**src/rtl/dlgk_pkg.sv**
```systemverilog
// Shared types and constants for the dB to linear gain converter.
package dlgk_pkg;

  // Field widths
  localparam int LEVEL_W = 16;              // level and floor, 1/256 dB
  localparam int KNEE_W  = LEVEL_W + 1;     // knee point never wraps
  localparam int GAIN_W  = 20;              // output gain width
  localparam int D_W     = 12;              // distance above floor on the line
  localparam int FRAC_W  = 24;              // exponent fraction bits (octaves)
  localparam int EXP_W   = 30;              // exponent product, signed
  localparam int OCT_W   = EXP_W - FRAC_W;  // integer octave, signed
  localparam int MANT_W  = 32;              // Q30 mantissa container
  localparam int MANT_FRAC = 30;
  localparam int DT_W    = 28;              // table step width
  localparam int TAYLOR_TERMS = 24;

  localparam logic [GAIN_W-1:0] GAIN_MAX = '1;

  // Knee offset: 20/ln10 dB in 1/256 dB, and log2(10)/20 in Q16
  localparam int KNEE_Q8 = 2224;
  localparam int L2_Q16  = 10885;
  localparam longint unsigned LN2_Q30 = 64'd744261118;
  localparam longint unsigned ONE_Q30 = 64'd1073741824;

  // Shifts at or past this width always round to zero
  localparam int SH_ZERO = MANT_W + 1;

  // Division by KNEE_Q8 = 16 * 139: shift by four, then reciprocal multiply
  localparam int KNEE_PRE   = 4;
  localparam int KNEE_ODD   = KNEE_Q8 / 16;
  localparam int RECIP_SHIFT = 37;
  localparam longint unsigned RECIP_MUL =
    ((64'd1 << RECIP_SHIFT) + KNEE_ODD - 1) / KNEE_ODD;
  localparam int LINE_W  = 2 * GAIN_W - 8;   // d * gk product width (32)
  localparam int QIN_W   = LINE_W + 1 - KNEE_PRE;
  localparam int RPROD_W = QIN_W + 30;

  // Per-item routing info that rides along the pipeline
  typedef struct packed {
    logic           in_knee;
    logic           below;
    logic [D_W-1:0] d;
  } dlgk_side_t;

endpackage

```
**src/rtl/dlgk_exp_path.sv**
```systemverilog
// Five-stage power-of-two gain path: exponent, table index, lookup, interpolation, shift.
module dlgk_exp_path #(
  parameter int TABLE_ENTRIES  = 64,
  parameter int GAIN_FRAC_BITS = 16
) (
  input  logic                                clk,
  input  logic [4:0]                          en,
  input  logic signed [dlgk_pkg::KNEE_W-1:0]  x,
  input  dlgk_pkg::dlgk_side_t                side_in,
  output logic [dlgk_pkg::GAIN_W-1:0]         gk,
  output logic                                clip,
  output dlgk_pkg::dlgk_side_t                side_out
);
  import dlgk_pkg::*;

  localparam int IW = $clog2(TABLE_ENTRIES);
  localparam int TW = $clog2(TABLE_ENTRIES + 1);
  localparam int PW = FRAC_W + IW;

  typedef logic [MANT_W-1:0] pow_tab_t [TABLE_ENTRIES+1];

  // 2^(i/N) in Q30 from a truncated Taylor series of exp
  function automatic pow_tab_t build_pow_tab();
    pow_tab_t tab;
    longint unsigned z;
    longint unsigned term;
    longint unsigned sum;
    for (int i = 0; i <= TABLE_ENTRIES; i++) begin
      z    = (64'(i) * LN2_Q30) / TABLE_ENTRIES;
      term = ONE_Q30;
      sum  = ONE_Q30;
      for (int k = 1; k <= TAYLOR_TERMS; k++) begin
        term = ((term * z) >> MANT_FRAC) / 64'(k);
        sum  = sum + term;
      end
      tab[i] = MANT_W'(sum);
    end
    return tab;
  endfunction

  localparam pow_tab_t POW_TAB = build_pow_tab();

  dlgk_side_t side_r [5];

  logic signed [OCT_W-1:0] n1, n2, n3, n4;
  logic [FRAC_W-1:0]       f1, r2, r3;
  logic [IW-1:0]           idx2;
  logic [MANT_W-1:0]       t03, t04;
  logic [DT_W-1:0]         dt3, frac4;

  // Stage 1: exponent in Q24 octaves
  logic signed [31:0] e_full;
  assign e_full = $signed({{(32-KNEE_W){x[KNEE_W-1]}}, x}) * 32'sd10885;

  always_ff @(posedge clk) begin
    if (en[0]) begin
      n1 <= e_full[EXP_W-1:FRAC_W];
      f1 <= e_full[FRAC_W-1:0];
      side_r[0] <= side_in;
    end
  end

  // Stage 2: fraction scaled to table positions
  logic [PW-1:0] p;
  assign p = PW'(f1) * PW'(TABLE_ENTRIES);

  always_ff @(posedge clk) begin
    if (en[1]) begin
      idx2 <= p[PW-1:FRAC_W];
      r2   <= p[FRAC_W-1:0];
      n2   <= n1;
      side_r[1] <= side_r[0];
    end
  end

  // Stage 3: table lookup of both neighbors
  logic [TW-1:0]     ia, ib;
  logic [MANT_W-1:0] ta, tb, tdiff;
  assign ia    = TW'(idx2);
  assign ib    = ia + TW'(1);
  assign ta    = POW_TAB[ia];
  assign tb    = POW_TAB[ib];
  assign tdiff = tb - ta;

  always_ff @(posedge clk) begin
    if (en[2]) begin
      t03 <= ta;
      dt3 <= tdiff[DT_W-1:0];
      r3  <= r2;
      n3  <= n2;
      side_r[2] <= side_r[1];
    end
  end

  // Stage 4: interpolation product
  logic [DT_W+FRAC_W-1:0] iprod;
  assign iprod = (DT_W+FRAC_W)'(dt3) * (DT_W+FRAC_W)'(r3);

  always_ff @(posedge clk) begin
    if (en[3]) begin
      frac4 <= iprod[DT_W+FRAC_W-1:FRAC_W];
      t04   <= t03;
      n4    <= n3;
      side_r[3] <= side_r[2];
    end
  end

  // Stage 5: mantissa, rounding shift and saturation
  logic [MANT_W-1:0]   m;
  logic signed [7:0]   s;
  logic [7:0]          sh;
  logic [MANT_W+1:0]   rnd;
  logic [MANT_W+1:0]   g;
  logic [GAIN_W-1:0]   gk_next;
  logic                clip_next;

  always_comb begin
    m   = t04 + MANT_W'(frac4);
    s   = {{(8-OCT_W){n4[OCT_W-1]}}, n4} + 8'(GAIN_FRAC_BITS - MANT_FRAC);
    sh  = 8'(-s);
    rnd = (MANT_W+2)'(m) + ((MANT_W+2)'(1) << (sh - 8'd1));
    g   = rnd >> sh[5:0];
    gk_next   = '0;
    clip_next = 1'b0;
    if (!s[7]) begin
      gk_next   = GAIN_MAX;
      clip_next = 1'b1;
    end else if (sh >= 8'(SH_ZERO)) begin
      gk_next = '0;
    end else if (g > (MANT_W+2)'(GAIN_MAX)) begin
      gk_next   = GAIN_MAX;
      clip_next = 1'b1;
    end else begin
      gk_next = g[GAIN_W-1:0];
    end
  end

  always_ff @(posedge clk) begin
    if (en[4]) begin
      gk   <= gk_next;
      clip <= clip_next;
      side_r[4] <= side_r[3];
    end
  end

  assign side_out = side_r[4];

endmodule

```
**src/rtl/dlgk_knee_line.sv**
```systemverilog
// Two-stage linear segment below the knee: d * gk, then rounded divide by the knee width.
module dlgk_knee_line (
  input  logic                        clk,
  input  logic [1:0]                  en,
  input  logic [dlgk_pkg::GAIN_W-1:0] gk_in,
  input  logic                        clip_in,
  input  dlgk_pkg::dlgk_side_t        side_in,
  output logic [dlgk_pkg::GAIN_W-1:0] q,
  output logic [dlgk_pkg::GAIN_W-1:0] gk_out,
  output logic                        clip_out,
  output dlgk_pkg::dlgk_side_t        side_out
);
  import dlgk_pkg::*;

  logic [LINE_W-1:0] v;
  logic [GAIN_W-1:0] gk6;
  logic              clip6;
  dlgk_side_t        side6;

  // Stage 6: distance times knee gain
  logic [LINE_W-1:0] v_next;
  assign v_next = LINE_W'(side_in.d) * LINE_W'(gk_in);

  always_ff @(posedge clk) begin
    if (en[0]) begin
      v     <= v_next;
      gk6   <= gk_in;
      clip6 <= clip_in;
      side6 <= side_in;
    end
  end

  // Stage 7: round half up, divide by 16, then reciprocal of 139
  logic [LINE_W:0]    u;
  logic [QIN_W-1:0]   u4;
  logic [RPROD_W-1:0] rprod;
  assign u     = (LINE_W+1)'(v) + (LINE_W+1)'(KNEE_Q8 / 2);
  assign u4    = u[LINE_W:KNEE_PRE];
  assign rprod = RPROD_W'(u4) * RPROD_W'(RECIP_MUL);

  always_ff @(posedge clk) begin
    if (en[1]) begin
      q        <= rprod[RECIP_SHIFT +: GAIN_W];
      gk_out   <= gk6;
      clip_out <= clip6;
      side_out <= side6;
    end
  end

endmodule

```
**src/rtl/db_to_linear_gain_knee_top.sv**
```systemverilog
// Top level: front stage, pipeline flow control, output register and floor register.
// Pipeline of 8 internal stages plus the output register; one item per cycle is
// sustained while out_stall is low. Each stage holds its item under output stall
// and fills bubbles; the 8-stage knee/exponent/lookup/interpolate/shift/line chain
// sets the latency.
// Reset (rst, synchronous) empties the pipeline and sets the floor register to -70 dB.
module db_to_linear_gain_knee_top #(
  parameter int TABLE_ENTRIES  = 64,
  parameter int GAIN_FRAC_BITS = 16
) (
  input  logic                                 clk,
  input  logic                                 rst,
  input  logic                                 in_valid,
  output logic                                 in_stall,
  input  logic signed [dlgk_pkg::LEVEL_W-1:0]  level_db,
  output logic                                 out_valid,
  input  logic                                 out_stall,
  output logic [dlgk_pkg::GAIN_W-1:0]          gain,
  output logic                                 in_knee,
  output logic                                 saturated,
  input  logic                                 cfg_valid,
  output logic                                 cfg_ready,
  input  logic signed [dlgk_pkg::LEVEL_W-1:0]  floor_level
);
  import dlgk_pkg::*;

  localparam int NS = 8;

  logic signed [LEVEL_W-1:0] floor_r;
  logic [NS-1:0]             stg_v;
  logic [NS-1:0]             stg_rdy;
  logic                      out_rdy;

  // Floor register
  assign cfg_ready = 1'b1;

  always_ff @(posedge clk) begin
    if (rst) begin
      floor_r <= -16'sd17920;
    end else if (cfg_valid) begin
      floor_r <= floor_level;
    end
  end

  // Flow control: a stage loads when empty or when the next one moves
  always_comb begin
    out_rdy = !out_valid || !out_stall;
    stg_rdy[NS-1] = !stg_v[NS-1] || out_rdy;
    for (int k = NS - 2; k >= 0; k--) begin
      stg_rdy[k] = !stg_v[k] || stg_rdy[k+1];
    end
  end

  assign in_stall = !stg_rdy[0];

  always_ff @(posedge clk) begin
    if (rst) begin
      stg_v     <= '0;
      out_valid <= 1'b0;
    end else begin
      if (stg_rdy[0]) begin
        stg_v[0] <= in_valid;
      end
      for (int k = 1; k < NS; k++) begin
        if (stg_rdy[k]) begin
          stg_v[k] <= stg_v[k-1];
        end
      end
      if (out_rdy) begin
        out_valid <= stg_v[NS-1];
      end
    end
  end

  // Stage 0: knee point, path choice, exponent source
  logic signed [KNEE_W-1:0] lvl_x, flr_x, knee, diff;
  logic signed [KNEE_W-1:0] x0;
  dlgk_side_t               side0;
  dlgk_side_t               side0_next;
  logic signed [KNEE_W-1:0] x0_next;

  always_comb begin
    lvl_x = {level_db[LEVEL_W-1], level_db};
    flr_x = {floor_r[LEVEL_W-1], floor_r};
    knee  = flr_x + KNEE_W'(KNEE_Q8);
    diff  = lvl_x - flr_x;
    side0_next.in_knee = lvl_x < knee;
    side0_next.below   = lvl_x < flr_x;
    side0_next.d       = diff[D_W-1:0];
    x0_next = side0_next.in_knee ? knee : lvl_x;
  end

  always_ff @(posedge clk) begin
    if (stg_rdy[0]) begin
      x0    <= x0_next;
      side0 <= side0_next;
    end
  end

  // Stages 1-5: log path gain
  logic [GAIN_W-1:0] gk5;
  logic              clip5;
  dlgk_side_t        side5;

  dlgk_exp_path #(
    .TABLE_ENTRIES  (TABLE_ENTRIES),
    .GAIN_FRAC_BITS (GAIN_FRAC_BITS)
  ) u_exp (
    .clk      (clk),
    .en       (stg_rdy[5:1]),
    .x        (x0),
    .side_in  (side0),
    .gk       (gk5),
    .clip     (clip5),
    .side_out (side5)
  );

  // Stages 6-7: linear segment below the knee
  logic [GAIN_W-1:0] q7, gk7;
  logic              clip7;
  dlgk_side_t        side7;

  dlgk_knee_line u_line (
    .clk      (clk),
    .en       (stg_rdy[7:6]),
    .gk_in    (gk5),
    .clip_in  (clip5),
    .side_in  (side5),
    .q        (q7),
    .gk_out   (gk7),
    .clip_out (clip7),
    .side_out (side7)
  );

  // Output register: pick the path and the flags
  logic [GAIN_W-1:0] gain_next;
  always_comb begin
    if (side7.below) begin
      gain_next = '0;
    end else if (side7.in_knee) begin
      gain_next = q7;
    end else begin
      gain_next = gk7;
    end
  end

  always_ff @(posedge clk) begin
    if (out_rdy) begin
      gain      <= gain_next;
      in_knee   <= side7.in_knee;
      saturated <= side7.below || clip7;
    end
  end

  // Assertions
  a_stall_full: assert property (@(posedge clk) disable iff (rst)
    in_stall |-> (&stg_v) && out_valid)
    else $error("input stalled while the pipeline has a bubble");

  a_log_sat_max: assert property (@(posedge clk) disable iff (rst)
    out_valid && saturated && !in_knee |-> gain == GAIN_MAX)
    else $error("clipped log-path item without full-scale gain");

  a_line_le_knee: assert property (@(posedge clk) disable iff (rst)
    stg_v[NS-1] && side7.in_knee && !side7.below |-> q7 <= gk7)
    else $error("line gain above knee gain");

endmodule
```
**config.mk**
```make
export PLATFORM = sky130hd
export DESIGN_NAME = db_to_linear_gain_knee_top
export DESIGN_NICKNAME = d
export VERILOG_FILES = /design/src/rtl/dlgk_pkg.sv /design/src/rtl/dlgk_exp_path.sv /design/src/rtl/dlgk_knee_line.sv /design/src/rtl/db_to_linear_gain_knee_top.sv
export SDC_FILE = /design/constraint.sdc
export NUM_CORES = 2
export LEC_CHECK = 0
export BUFFER_PORTS_ARGS = -buffer_cell sky130_fd_sc_hd__buf_4
export CAP_MARGIN = 40
export CORE_MARGIN = 2
export CORE_UTILIZATION = 30
export CTS_CLUSTER_SIZE = 20
export DETAILED_ROUTE_END_ITERATION = 7
export GPL_TIMING_DRIVEN = 0
export MAX_ROUTING_LAYER = met4
export RECOVER_POWER = 50
export SYNTH_ARGS = -nofsm -noshare
export SYNTH_HDL_FRONTEND = slang
export SYNTH_SLANG_ARGS = --single-unit
```
**constraint.sdc**
```tcl
create_clock -name clk -period 13.9 [get_ports clk]
set_clock_uncertainty 0.05 [all_clocks]
set_input_delay 2.085 -clock clk [delete_from_list [all_inputs] [get_ports clk]]
set_output_delay 2.085 -clock clk [all_outputs]
set_load 0.03 [all_outputs]
```
==> impl_metrics.json <==
{
  "outcome": "complete, but fails checks",
  "violations": "max-capacitance violations, max-slew violations",
  "drt_wl_total_um": 238000,
  "slew_headroom_pct": -128,
  "rows": 178,
  "cts_max_level": 2,
  "postRouteAntennaNets": 0,
  "grtUsageTotal_pct": 20.6,
  "grt_pass1_vias": 56000,
  "postCtsHoldBufs": 0,
  "startpoint_type": "flip-flop",
  "clkTransAtPathRegs_ns": 0.07,
  "dpl_worst_slack_ns": 2.36,
  "placed_cell_area_mm2": 0.0759,
  "postSynthCellCount": 7381,
  "cts_root_buf": "clkbuf_16",
  "async_reset_ff_share_pct": 0,
  "tightestPinTransition_ns": 3.41,
  "drtPass1Iterations": 5,
  "synth_top_area_share_pct": 30.3,
  "yosysSeqAreaShare_pct": 19.6,
  "clk_path_buf_depth": 3,
  "cts_tree": "done",
  "cp-end-kind": "flip-flop",
  "drtIter0Drc": 3910,
  "die_height_um": 489,
  "yosys_register_bits": 470,
  "grt_max_degree": 65,
  "critical_path_required_ns": 14.23,
  "mostFrequentLayoutCell": "inv_1",
  "post_drt_wl_per_cell_um": 22.2,
  "synth_nets": 9274,
  "drive_gt1_share_pct": 4.02,
  "drc": 0,
  "design_area_mm2": 0.0775,
  "crit_type": "flip-flop to flip-flop",
  "area_growth_pct": 9.90,
  "critPathArrivalTime_ns": 11.77,
  "hold_class": "flip-flop to flip-flop",
  "die_w_um": 489,
  "most-common-layout-cells": "1466 x inv_1, 1068 x fa_1, 821 x nand2_1",
  "finalWorstSetupSlack_ns": 2.45,
  "synth_edf_count": 445,
  "syn_area_mm2": 0.0706,
  "ys_top_cells_by_area": "fa_1 30%, edfxtp_1 19%, ha_1 14%",
  "vias": 53400,
  "start_util_pct": 30.1,
  "maxCapViolCount": 4,
  "setup_viol": 0,
  "postCtsResizedCells": 0,
  "critPathMaxFanout": 6,
  "cts_setup_buffers": 0,
  "gp_congestion": 0.999,
  "ys.warnings.count": 0,
  "dp_hpwl_um": 198000,
  "synth_ff_type": "edfxtp_1",
  "grt_pass1_wl_um": 361000,
  "fin_crit_sh_pct": 82.3,
  "syn_avg_cell_area_um2": 9.56,
  "io_pins": 62,
  "cts.sinks": 470,
  "overflow": 0,
  "max_freq_mhz": 87.4,
  "tns_ns": 0,
  "die_area_mm2": 0.239,
  "synthDistinctLibCells": 104,
  "cp_slowest_stage_delay_ns": 0.68,
  "antenna_found_initial": 6,
  "slew_viol_final": 175,
  "yosysTopAreaCell": "fa_1",
  "core_area_mm2": 0.235,
  "numCtsBuffers": 52,
  "slowest_stage": "xnor2_1",
  "portBuffers": 59,
  "rsz0062_at_grt": "no",
  "via_per_inst": 4.96,
  "min_period_ns": 11.45,
  "finalHoldViolCount": 0,
  "clock_latency_ns": 0.66,
  "nNetsFinal": 9460
}
[layout make-up]
cell class / instances / area (um^2)
Clock buffer: 60 / 1330
Buffer: 323 / 1260
Antenna cell: 4 / 10.0
Tap cell: 3150 / 3940
Multi-Input combinational cell: 5114 / 50000
Inverter: 1474 / 5530
Clock inverter: 34 / 430
Sequential cell: 470 / 13900
Fill cell: 24100 / 157000
Timing Repair Buffer: 132 / 1230
[stage by stage]
| stage | util, % | hold slack (ns) | std cells |
|---|---|---|---|
| 2_1_floorplan | - | 0.350 | 7381 |
| 3_3_place_gp | 32.0 | 0.350 | 10600 |
| 3_5_place_dp | 32.4 | 0.355 | 10700 |
| 4_1_cts | 33.1 | 0.330 | 10800 |
| 5_1_grt | 33.1 | 0.341 | 10800 |
| 6_report | 33.1 | 0.339 | 10800 |
[kinds of logic (layout without fill, tap and decap cells)]
family                     after synthesis  count (layout)  synth area share, %
AOI/OAI and AO/OA                     1066            1066                 9.97
xor gates and xnor gates               229             229                 2.86
adders and majority gates             1856            1856                 44.3
buffers and inverters                 1797            2023                 9.62
DFF                                    470             470                 19.6
muxes                                  102             102                 1.59
other                                    1               5              0.00531
and+or+nand+nor                       1860            1860                 12.0
[worst max-delay path, delay by kind of cell (launching register included)]
kind / cells / cell delay [ns]
xor gates and xnor gates: 1 / 0.68
adders and majority gates: 9 / 3.89
DFF: 1 / 0.34
buffers and inverters: 6 / 0.76
and+or+nand+nor: 9 / 1.88
AOI/OAI and AO/OA: 12 / 3.53
[registers in the layout, summed over array words and instances, names as in the netlist, 20 cells and up]
name           flops
gain              20
u_exp.dt3         28
u_exp.f1          24
u_exp.frac4       28
u_exp.gk          20
u_exp.side_r      70
u_exp.t03         30
u_exp.t04         30
u_line.gk6        20
u_line.gk_out     20
u_line.q          20
u_line.v          29
[metal layers]
metal / up-vias / global-route usage (%) / wire, um
met5: - / - / 0
met2: 1693 / 32.7 / 110000
li1: 24200 / - / -
met1: 27100 / 27.2 / 105000
met3: 382 / 2.08 / 12900
met4: 0 / 7.87 / 10900
[synthesized netlist by cell type, types with 23 or more instances]
library cell / instances
a211oi_1: 75
a21o_1: 61
a21oi_1: 299
a311oi_1: 25
a31oi_1: 34
and2_1: 238
and3_1: 37
buf_1: 24
clkbuf_1: 285
dfxtp_1: 25
edfxtp_1: 445
fa_1: 1068
ha_1: 788
inv_1: 1467
mux2i_1: 79
nand2_1: 822
nand2b_1: 42
nand3_1: 69
nand4_1: 23
nor2_1: 388
nor2b_1: 42
nor3_1: 103
o211ai_1: 55
o21a_1: 58
o21ai_0: 222
or3_1: 26
xnor2_1: 171
xor2_1: 56
[path summary, 6_finish.rpt]
check	from	endpoint	slack (ns)	cells after the start
worst max-delay path	u_line.v[3]	u_line.q[19]	2.45	37
worst max register to register	u_line.v[3]	u_line.q[19]	2.45	37
worst min register to register	u_exp.t03[17]	u_exp.t04[17]	0.34	0
worst min-delay path	u_exp.t03[17]	u_exp.t04[17]	0.34	0
Power is left out: the tool's default activity adds up to more than one toggle a clock period on the data nets, which glitch-free logic cannot reach.
